===== src/design/crf_pkg.sv =====
// ----------------------------------------------------------------------------
// crf_pkg: shared types and constants of the circle raster fill engine
// Command codes, register indexes, the queue entry and a helper function.
// ----------------------------------------------------------------------------
package crf_pkg;

   localparam int DEFAULT_MAX_SIDE = 256;
   localparam int SIDE_W = 9;     // canvas size registers
   localparam int BG_W = 8;
   localparam int PIX_W = 8;
   localparam int COORD_W = 20;   // signed Q12.8 fields
   localparam int D_W = 22;       // signed distance from centre, Q.8
   localparam int SQ_W = 40;      // one squared distance term
   localparam int D2_W = SQ_W + 1;
   localparam int CSR_DATA_W = 9;
   localparam int CSR_INDEX_W = 2;
   localparam int QUEUE_DEPTH = 2;
   localparam int QPTR_W = (QUEUE_DEPTH > 1) ? $clog2(QUEUE_DEPTH) : 1;
   localparam int QCNT_W = $clog2(QUEUE_DEPTH + 1);

   localparam logic [SIDE_W-1:0] RESET_CANVAS_WIDTH = 9'd256;
   localparam logic [SIDE_W-1:0] RESET_CANVAS_HEIGHT = 9'd256;
   localparam logic [BG_W-1:0] RESET_BACKGROUND = 8'd32;
   localparam logic signed [D_W-1:0] ONE_PIXEL = 22'sd256;

   typedef enum logic [1:0] {
      CMD_CLEAR = 2'd0,
      CMD_DRAW  = 2'd1,
      CMD_READ  = 2'd2
   } cmd_type;

   typedef enum logic [CSR_INDEX_W-1:0] {
      CSR_CANVAS_WIDTH  = 2'd0,
      CSR_CANVAS_HEIGHT = 2'd1,
      CSR_BACKGROUND    = 2'd2
   } csr_index_type;

   // what the back end does with an item
   typedef enum logic [2:0] {
      K_CLEAR,
      K_DRAW,
      K_REJECT,
      K_READ,
      K_NONE
   } kind_type;

   typedef enum logic [2:0] {
      ST_IDLE,
      ST_CLEAR,
      ST_DRAW,
      ST_DRAIN,
      ST_READ,
      ST_RESP
   } back_state_type;

   typedef struct packed {
      kind_type                   kind;
      logic signed [COORD_W-1:0]  center_x;
      logic signed [COORD_W-1:0]  center_y;
      logic [SQ_W-1:0]            r2;
      logic [SQ_W-1:0]            ri2;
      logic                       outline;
      logic [PIX_W-1:0]           paint;
      logic [PIX_W-1:0]           pixel_x;
      logic [PIX_W-1:0]           pixel_y;
   } entry_type;

   typedef struct packed {
      logic full;
      logic empty;
   } q_stat_type;

   // saturate a canvas size register to the framebuffer side
   function automatic logic [SIDE_W-1:0] eff_side(input logic [SIDE_W-1:0] v,
                                                 input int max_side);
      return (int'(v) > max_side) ? SIDE_W'(max_side) : v;
   endfunction

endpackage


===== src/design/crf_front.sv =====
// ----------------------------------------------------------------------------
// crf_front: command intake
// Classifies each item and works out the squared radii before queueing it.
// ----------------------------------------------------------------------------
module crf_front
   import crf_pkg::*;
(
   input  logic                      req_valid,
   output logic                      req_ready,
   input  logic [1:0]                req_command,
   input  logic signed [COORD_W-1:0] req_center_x,
   input  logic signed [COORD_W-1:0] req_center_y,
   input  logic signed [COORD_W-1:0] req_radius,
   input  logic                      req_filled,
   input  logic [PIX_W-1:0]          req_paint,
   input  logic [PIX_W-1:0]          req_pixel_x,
   input  logic [PIX_W-1:0]          req_pixel_y,
   input  logic [SIDE_W-1:0]         eff_w,
   input  logic [SIDE_W-1:0]         eff_h,
   input  q_stat_type                q_stat,
   output logic                      push,
   output entry_type                 push_entry
);

   logic signed [2*COORD_W-1:0] r_sq;
   logic signed [COORD_W:0]     ri;
   logic signed [2*COORD_W+1:0] ri_sq;
   logic                        in_canvas;

   assign req_ready = !q_stat.full;
   assign push = req_valid && req_ready;

   assign r_sq = req_radius * req_radius;
   assign ri = (COORD_W+1)'(req_radius) - (COORD_W+1)'(ONE_PIXEL);
   assign ri_sq = ri * ri;
   assign in_canvas = ({1'b0, req_pixel_x} < eff_w) && ({1'b0, req_pixel_y} < eff_h);

   always_comb begin
      push_entry.center_x = req_center_x;
      push_entry.center_y = req_center_y;
      push_entry.r2 = r_sq[SQ_W-1:0];
      push_entry.ri2 = ri_sq[SQ_W-1:0];
      // below one pixel of radius there is no inner circle to cut out
      push_entry.outline = !req_filled && !ri[COORD_W];
      push_entry.paint = req_paint;
      push_entry.pixel_x = req_pixel_x;
      push_entry.pixel_y = req_pixel_y;
      unique case (req_command)
         CMD_CLEAR: push_entry.kind = K_CLEAR;
         CMD_DRAW:  push_entry.kind = (req_radius <= 0) ? K_REJECT : K_DRAW;
         CMD_READ:  push_entry.kind = in_canvas ? K_READ : K_NONE;
         default:   push_entry.kind = K_NONE;
      endcase
   end

endmodule


===== config.mk =====
export PLATFORM = sky130hd
export DESIGN_NAME = crf_front
export DESIGN_NICKNAME = d
export VERILOG_FILES = /design/src/design/crf_pkg.sv /design/src/design/crf_front.sv
export SDC_FILE = /design/constraint.sdc
export NUM_CORES = 2
export LEC_CHECK = 0
export ABC_CLOCK_PERIOD_IN_PS = 13550
export BUFFER_PORTS_ARGS = -buffer_cell sky130_fd_sc_hd__buf_2
export CAP_MARGIN = 0
export CORE_UTILIZATION = 55
export DETAILED_ROUTE_END_ITERATION = 12
export PLACE_DENSITY = 0.78
export SLEW_MARGIN = 5
export SYNTH_ARGS = -nofsm -noshare
export SYNTH_HDL_FRONTEND = slang
export SYNTH_SLANG_ARGS = --single-unit

===== constraint.sdc =====
create_clock -name vclk -period 13.55
set_clock_uncertainty 0.2 [all_clocks]
set_input_delay 2.0325 -clock vclk [all_inputs]
set_output_delay 2.0325 -clock vclk [all_outputs]
set_load 0.02 [all_outputs]

==> key figures <==
Status
  • Status: finished clean

Cells and area
  • Area occupied by multi-input gates: 0.02400 mm^2
  • Commonest non-fill, non-tap cells in the layout: 910 x inv_1, 784 x fa_1, 250 x nand2_1
  • Nets: 4210
  • Seq_cells: 0
  • Layout overhead on the synthesized area: 3.946%
  • Register area: 0 um^2
  • Share of layout cells above drive strength 1: roughly 7.4%
  • # fillers: about 4300
  • Number of clock buffers in the layout: 0
  • Commonest non-fill, non-tap cell in the layout: inv_1
  • Diodes inserted: 0

Clock tree
  • CTS Hold Bufs: 0
  • Post-CTS Setup Bufs: 0
  • Post-CTS Resized: 0

Global routing
  • GR Layer Usage met2: between 40 and 50%
  • Grt total ovfl: 0
  • Overall Global Routing Usage: about a quarter
  • Number of global-route vias before repair: roughly 22000
  • Top Usage Layer GRT: met2
  • Largest net degree at the start of global routing: 40
  • Routing usage on met3: about 2.6%
  • Initial antenna violation count: 0
  • GR met1 Demand/Resource: around 30%
  • First-pass GRT wire length: roughly 100000 um

Critical path
  • Critical path's largest stage delay: between 600 and 700 ps
  • Startpoint types: input port
  • CP Capture Type: output port
  • Slowest library cell on the worst path: nor3_1
  • Most frequent CP cell: fa_1
  • Worst Path Class, Setup: input port to output port
  • Data arrival time of the critical path: ~11000 ps
  • Max Fanout on Critical Path: 17
  • CP required: roughly 11000 ps

Floorplan
  • Core Area: slightly above 0.05 mm^2
  • # IOs: ~260
  • Initial Util: 56.08%
  • Die height: about 230 um
  • Row cnt: 82
  • Die area: ~0.052 mm^2
  • Die span in x: approximately 230 um

STA
  • Setup TNS: 0 ps
  • Worst-Margin Slew: about 830 ps
  • Final period util: between 90% and 100%
  • Final Hold Fails: 0
  • Setup-failing EPs final: 0
  • Fmax achieved: a little under 80 MHz
  • Max-slew headroom: roughly 45%
  • Fin. max-slew vios: 0
  • Tmin final: 12950 ps
  • RSZ-0062 raised after global routing: false

Place
  • Port bufs: 159
  • Detail Placement HPWL: ~53000 um
  • Routability cong.: 0.9229

Route
  • Post-route ant nets: 0
  • 1st-iter DRT viols: 817
  • Via density: approximately 5.2
  • Final wirelength: 60950 um
  • Average wire per standard cell: approximately 16 um
  • DRT Pass-1 Iters: 5
  • Vias post-DR: roughly 20000
  • Remaining DRCs: 0

Yosys
  • Gate Count Post-Synth: a little over 3000
  • Ys Warns: 0
  • Syn Area/Cell: approximately 9.3 um^2
  • Library cells used by synthesis: between 70 and 80
  • Register area share after synthesis: 0%
  • Post-Synthesis Cell Area: 0.02825 mm^2

Flow run
  • Max-cap violations: 0

Hold path
  • Hold crit path type: input port to output port
## worst max-delay path: cells and delay by family
family          cells  cell delay [ps]
xor+xnor            1              180
simple gates        5             1660
compound gates      7             1700
buf+inv             9             1300
fa+ha+maj           8             3850
## cells by family after synthesis
family | share of synthesized area [%]
other cells | 0.01327
mux | 0.1462
buf+inv | 15.06
compound gates | 5.430
xor+xnor | 3.596
fa+ha+maj | 66.10
simple gates | 9.651
## final timing paths
path | depth (start not counted) | startpoint | slack, ps | endpoint
worst max-delay path | 30 | req_radius[15] | 600 | push_entry[58]
worst min-delay path | 0 | req_center_y[7] | 3870 | push_entry[112]
## cells in the mapped netlist (all sizes together) (2+ instances only)
cell | n | area share [%]
inv | 916 | 12
fa | 784 | 56
nand2 | 252 | 3.4
ha | 238 | 11
nor2 | 138 | 1.8
and2 | 94 | 2.1
xnor2 | 83 | 2.7
buf | 75 | 1.9
a21oi | 67 | 1.2
clkbuf | 64 | 0.85
a21o | 44 | 1.2
o21ai | 37 | 0.68
xor2 | 30 | 0.93
nor3 | 24 | 0.47
nor2b | 22 | 0.49
nand2b | 16 | 0.35
nand3 | 15 | 0.27
o21a | 13 | 0.35
o211ai | 10 | 0.28
a211oi | 9 | 0.26
and3 | 7 | 0.16
clkinv | 7 | 0.093
o21bai | 7 | 0.19
or3 | 6 | 0.13
a31o | 5 | 0.16
a21boi | 4 | 0.11
a31oi | 4 | 0.11
and4 | 4 | 0.12
or4 | 4 | 0.11
a2111oi | 3 | 0.097
a211o | 3 | 0.093
a221oi | 3 | 0.093
mux2i | 3 | 0.11
nand4 | 3 | 0.066
o31ai | 3 | 0.097
or2 | 3 | 0.066
a221o | 2 | 0.071
nor4 | 2 | 0.044
o311ai | 2 | 0.062
## metrics by stage
step	hold WS (ps)	setup slack [ps]	instances	cell area (um^2)	utilization, %
after floorplan	3942	1003	3023	28250	-
after detailed placement	3865	726.1	3750	29360	58.29
after global placement	3865	823.0	3750	29360	58.29
after CTS	3865	695.8	3750	29360	58.29
final	3865	595.4	3750	29360	58.29
after global routing	3865	191.8	3750	29360	58.29
## per-layer routing
metal  up-vias  routed length [um]
li1       8801                   -
met1     10100               22420
met2       587               32980
met4         0                2043
met5         -                   0
met3       146                3504
## final cells by class
class                           instances  area share [%]
Tap cell                              672           2.863
Inverter                              923           11.81
Timing Repair Buffer                  194           3.605
Multi-Input combinational cell       1961           81.72
Power is not shown: default switching activity piles up to over one toggle a cycle in this logic, so the estimate is an artifact.
