### config.mk
export PLATFORM = sky130hd
export DESIGN_NAME = crf_queue
export DESIGN_NICKNAME = d
export VERILOG_FILES = /design/src/design/crf_pkg.sv /design/src/design/crf_queue.sv
export SDC_FILE = /design/constraint.sdc
export NUM_CORES = 1
export LEC_CHECK = 0
export BUFFER_PORTS_ARGS = -buffer_cell sky130_fd_sc_hd__buf_2
export CAP_MARGIN = 20
export CORE_MARGIN = 2
export CORE_UTILIZATION = 25
export DETAILED_ROUTE_END_ITERATION = 6
export GPL_TIMING_DRIVEN = 1
export PLACE_DENSITY_LB_ADDON = 0.12
export SLEW_MARGIN = 20
export SYNTH_ARGS = -nofsm -noshare
export SYNTH_HDL_FRONTEND = slang
export SYNTH_SLANG_ARGS = --single-unit
### constraint.sdc
create_clock -name clock -period 14.4 [get_ports clock]
set_input_delay 1.44 -clock clock [delete_from_list [all_inputs] [get_ports clock]]
set_output_delay 1.44 -clock clock [all_outputs]
set_load 0.03 [all_outputs]
### src/design/crf_pkg.sv
// ----------------------------------------------------------------------------
// crf_pkg: shared types and constants of the circle raster fill engine
// Command codes, register indexes, the queue entry and a helper function.
// ----------------------------------------------------------------------------
package crf_pkg;

   localparam int DEFAULT_MAX_SIDE = 256;
   localparam int SIDE_W = 9;     // canvas size registers
   localparam int BG_W = 8;
   localparam int PIX_W = 8;
   localparam int COORD_W = 20;   // signed Q12.8 fields
   localparam int D_W = 22;       // signed distance from centre, Q.8
   localparam int SQ_W = 40;      // one squared distance term
   localparam int D2_W = SQ_W + 1;
   localparam int CSR_DATA_W = 9;
   localparam int CSR_INDEX_W = 2;
   localparam int QUEUE_DEPTH = 2;
   localparam int QPTR_W = (QUEUE_DEPTH > 1) ? $clog2(QUEUE_DEPTH) : 1;
   localparam int QCNT_W = $clog2(QUEUE_DEPTH + 1);

   localparam logic [SIDE_W-1:0] RESET_CANVAS_WIDTH = 9'd256;
   localparam logic [SIDE_W-1:0] RESET_CANVAS_HEIGHT = 9'd256;
   localparam logic [BG_W-1:0] RESET_BACKGROUND = 8'd32;
   localparam logic signed [D_W-1:0] ONE_PIXEL = 22'sd256;

   typedef enum logic [1:0] {
      CMD_CLEAR = 2'd0,
      CMD_DRAW  = 2'd1,
      CMD_READ  = 2'd2
   } cmd_type;

   typedef enum logic [CSR_INDEX_W-1:0] {
      CSR_CANVAS_WIDTH  = 2'd0,
      CSR_CANVAS_HEIGHT = 2'd1,
      CSR_BACKGROUND    = 2'd2
   } csr_index_type;

   // what the back end does with an item
   typedef enum logic [2:0] {
      K_CLEAR,
      K_DRAW,
      K_REJECT,
      K_READ,
      K_NONE
   } kind_type;

   typedef enum logic [2:0] {
      ST_IDLE,
      ST_CLEAR,
      ST_DRAW,
      ST_DRAIN,
      ST_READ,
      ST_RESP
   } back_state_type;

   typedef struct packed {
      kind_type                   kind;
      logic signed [COORD_W-1:0]  center_x;
      logic signed [COORD_W-1:0]  center_y;
      logic [SQ_W-1:0]            r2;
      logic [SQ_W-1:0]            ri2;
      logic                       outline;
      logic [PIX_W-1:0]           paint;
      logic [PIX_W-1:0]           pixel_x;
      logic [PIX_W-1:0]           pixel_y;
   } entry_type;

   typedef struct packed {
      logic full;
      logic empty;
   } q_stat_type;

   // saturate a canvas size register to the framebuffer side
   function automatic logic [SIDE_W-1:0] eff_side(input logic [SIDE_W-1:0] v,
                                                 input int max_side);
      return (int'(v) > max_side) ? SIDE_W'(max_side) : v;
   endfunction

endpackage

### src/design/crf_queue.sv
// ----------------------------------------------------------------------------
// crf_queue: command queue
// Short FIFO that parts the intake from the raster back end.
// ----------------------------------------------------------------------------
module crf_queue
   import crf_pkg::*;
(
   input  logic       clock,
   input  logic       reset,
   input  logic       push,
   input  entry_type  push_entry,
   input  logic       pop,
   output entry_type  head,
   output q_stat_type q_stat
);

   entry_type          slot_ff [QUEUE_DEPTH];
   logic [QPTR_W-1:0]  wr_ptr_ff, wr_ptr_in;
   logic [QPTR_W-1:0]  rd_ptr_ff, rd_ptr_in;
   logic [QCNT_W-1:0]  count_ff, count_in;

   function automatic logic [QPTR_W-1:0] next_ptr(input logic [QPTR_W-1:0] p);
      return (int'(p) == QUEUE_DEPTH - 1) ? '0 : p + QPTR_W'(1);
   endfunction

   assign head = slot_ff[rd_ptr_ff];
   assign q_stat.full = (int'(count_ff) == QUEUE_DEPTH);
   assign q_stat.empty = (count_ff == '0);

   always_comb begin
      wr_ptr_in = push ? next_ptr(wr_ptr_ff) : wr_ptr_ff;
      rd_ptr_in = pop ? next_ptr(rd_ptr_ff) : rd_ptr_ff;
      count_in = count_ff;
      if (push && !pop) begin
         count_in = count_ff + QCNT_W'(1);
      end else if (pop && !push) begin
         count_in = count_ff - QCNT_W'(1);
      end
   end

   always_ff @(posedge clock) begin
      if (reset) begin
         wr_ptr_ff <= '0;
         rd_ptr_ff <= '0;
         count_ff <= '0;
      end else begin
         wr_ptr_ff <= wr_ptr_in;
         rd_ptr_ff <= rd_ptr_in;
         count_ff <= count_in;
      end
   end

   always_ff @(posedge clock) begin
      if (push) begin
         slot_ff[wr_ptr_ff] <= push_entry;
      end
   end

endmodule

==> key figures <==
Placement
  • Post-Place Setup Slack: 10.77 ns
  • DP Area: around 13,000 sq um
  • Port bufs: approximately 300
  • Gpl congestion: 0.662
  • Post-detail-place hpwl: 15.6 mm
  • Cells after DPL: 1,357

Synthesis
  • Unique masters post-synth: 16
  • EDFF count, synth: 296
  • Ys async rst share: 0
  • Cells after synthesis: around 480
  • Average size of a mapped cell: ~23 sq um
  • Syn nets: 635
  • Number of synthesized register bits: approximately 300
  • Sequential-to-total area share from yosys stat: 0.823
  • Synth warn: 0
  • Top-area cell type share of the netlist area: 0.814
  • Leading area contributor after synthesis: edfxtp_1
  • Synth top cells by count: edfxtp_1, mux2_2, buf_6
  • Largest cells by area after synthesis: edfxtp_1, mux2_2, buf_6
  • Count leader, synth: edfxtp_1
  • Main synth FF type: edfxtp_1
  • Syn Std Cell Area: 10,900 sq um

Detailed routing
  • DRT Pass-1 Iters: 4
  • Post-DR wirelength/cell: between 15 and 20 um
  • Final WL: around 25 mm
  • Total vias in the final route: about 5,600
  • DRT iter0 DRCs: roughly 220
  • DRC violation count after routing: 0
  • Vias per cell: about 4
  • Post-DRT Antenna Nets: 0

Critical path
  • R2r endpoint: slot_ff[1][123]
  • Slowest CP cell: buf_4
  • Crit. End Element: output pin
  • Worst path max stage delay: 0.77 ns
  • Worst path top cell family by delay: buffers and inverters
  • CP Launch Type: register
  • R2R Setup Slk: 11.99 ns
  • Worst EP arrival: ~2.5 ns
  • Kind of critical path: reg -> out
  • CP Buf/Inv Count: 2
  • Worst Path Required: roughly 13 ns
  • Worst r2r path cells: 2
  • Reg2reg start: wr_ptr_ff
  • Critical Path Fanout Max: 68
  • Crit path cell chain: buf_4 -> mux2_2 -> buf_2

Clock network
  • CTS Buf Count: 36
  • CTS clk-pin slew, worst paths: 0.05 ns
  • H-tree depth: 2
  • Hold buffer count at CTS: 0
  • Max clock buf depth: 3
  • Clock Sinks: approximately 300
  • CTS resizes: 0
  • Postcts setup bufs: 0
  • TritonCTS clock tree: yes
  • Clk_lat worst skew: 0.53 ns
  • Clock root cell: clkbuf_16

Die
  • Initial Utilization: 0.254
  • Die area: about 45,000 sq um
  • Die W: 213 um
  • Rows: 76
  • Die height: ~210 um
  • Core area: 43,100 sq um
  • I/O Pins: between 300 and 400

GRT
  • M1 GR Usage: 0.126
  • Vias in the first global route: just under 6,000
  • Met2 Use GR: 0.169
  • GRT busiest layer: met2
  • First-pass GRT wire length: 35.9 mm
  • Total Routing Usage GR: 0.107
  • Largest net degree at the start of global routing: between 100 and 150
  • GRT Residual Overflow: 0
  • Initial antenna violation count: 8
  • Met3 Resource Use GR: 0.0457

Pwr
  • Peak supply drop: 0.0000899 V
  • Total design power: about 2.1 mW
  • Pwr/cell area: between 150 and 200 nW/um^2
  • Static leakage: slightly above 5 nW

STA
  • Clk_skew: approximately 0.0084 ns
  • Setup violations, final: 0
  • Max Transition Viols Final: 0
  • Final setup margin: 10.45 ns
  • Setup total negative slack: 0 ns
  • Slew @ Worst Pin: between 1 and 1.5 ns
  • Rel. slew slack: 0.300
  • Fin. Hold Viols: 0
  • Final period utilization: 0.275
  • F_max: ~250 MHz
  • Min Clock Period, post-route: around 4.0 ns
  • RSZ-0062 raised after global routing: false

Final layout
  • Fin cells: 1,419
  • Layout area overhead: 28.9%
  • Share of layout cells above drive strength 1: 0.595
  • Layout Nets: 963
  • Design area: between 10,000 and 15,000 sq um

Hold path
  • Worst hold path stage count: 2
  • Hold crit path type: reg -> reg
  • Worst Hold Launch: count_ff[1]
  • Hold endpoint: count_ff[1]

Run status
  • Outcome: finished, final reports clean

Flow run
  • Max_cap viols: 0
## tightest hold or removal path, delay by kind of cell (launching register included)
| family | cells | cell delay, ns |
|---|---|---|
| AOI/OAI and AO/OA | 2 | 0.14 |
| DFF | 1 | 0.32 |
## stage by stage
stage | utilization | hold WS, ns
after global routing | 0.327 | 0.523
after detailed placement | 0.303 | 0.504
after global placement | 0.303 | 0.490
after CTS | 0.327 | 0.511
final | 0.327 | 0.502
after floorplan | - | 0.461
## worst max-delay path by stage
stage	to	slack, ns	cells after the start
2_1_floorplan	slot_ff[0][0]	5.88	1
3_3_place_gp	slot_ff[1][14]	10.76	3
5_1_grt	head[87]	10.29	3
4_1_cts	head[147]	10.36	3
3_5_place_dp	slot_ff[1][7]	10.77	3
6_report	head[95]	10.45	3
## logic make-up after synthesis
| kind of cell | synth area share |
|---|---|
| and+or+nand+nor | 0.00401 |
| AOI/OAI and AO/OA | 0.000916 |
| xor gates and xnor gates | 0.00321 |
| buffers and inverters | 0.0150 |
| DFF | 0.823 |
| muxes | 0.153 |
| adders and majority gates | 0.00115 |
## power breakdown
group | total (mW) | switching, mW | internal, mW
registers | 1.04 | 0.0117 | 1.02
clock network | 0.798 | 0.329 | 0.468
logic | 0.284 | 0.189 | 0.0951
## area by class of cell
type                       instances  area (sq um)
fill                            4235         29000
sequential                       301          8990
multi-input combinational        164          1780
timing repair buffer             306          1560
clock buffer                      51           978
tap                              585           732
clock inverter                     9          35.0
antenna                            2          5.00
inverter                           1          3.75
## metal layers
metal,routed length (um),share of wire
met1,10100,0.41
met2,11800,0.47
met3,2300,0.092
met4,655,0.026
met5,55,0.0022
## sequential cells by signal, indices dropped and copies added (netlist names), named ones only
| name | cells |
|---|---|
| count_ff | 2 |
| wr_ptr_ff | 1 |
| slot_ff | 296 |
| rd_ptr_ff | 1 |
## cell usage in the layout (no fill, tap or decap)
cell / Yosys / routed
nor2_1: 5 / 5
o21ai_0: 1 / 1
nor2b_1: 2 / 1
xnor2_1: 2 / 2
inv_1: 1 / 1
diode_2: 0 / 2
or3_1: 1 / 1
ha_1: 1 / 1
buf_12: 0 / 1
nor2b_4: 0 / 1
clkbuf_16: 0 / 37
mux2_2: 148 / 148
and2_4: 0 / 1
dfxtp_1: 5 / 4
dfxtp_4: 0 / 1
xor2_1: 2 / 2
clkinv_2: 0 / 1
buf_2: 2 / 301
buf_4: 2 / 4
edfxtp_1: 296 / 296
clkbuf_1: 0 / 14
a21oi_1: 1 / 1
clkinv_1: 0 / 8
Note: power is estimated with default switching activity, not from simulation.
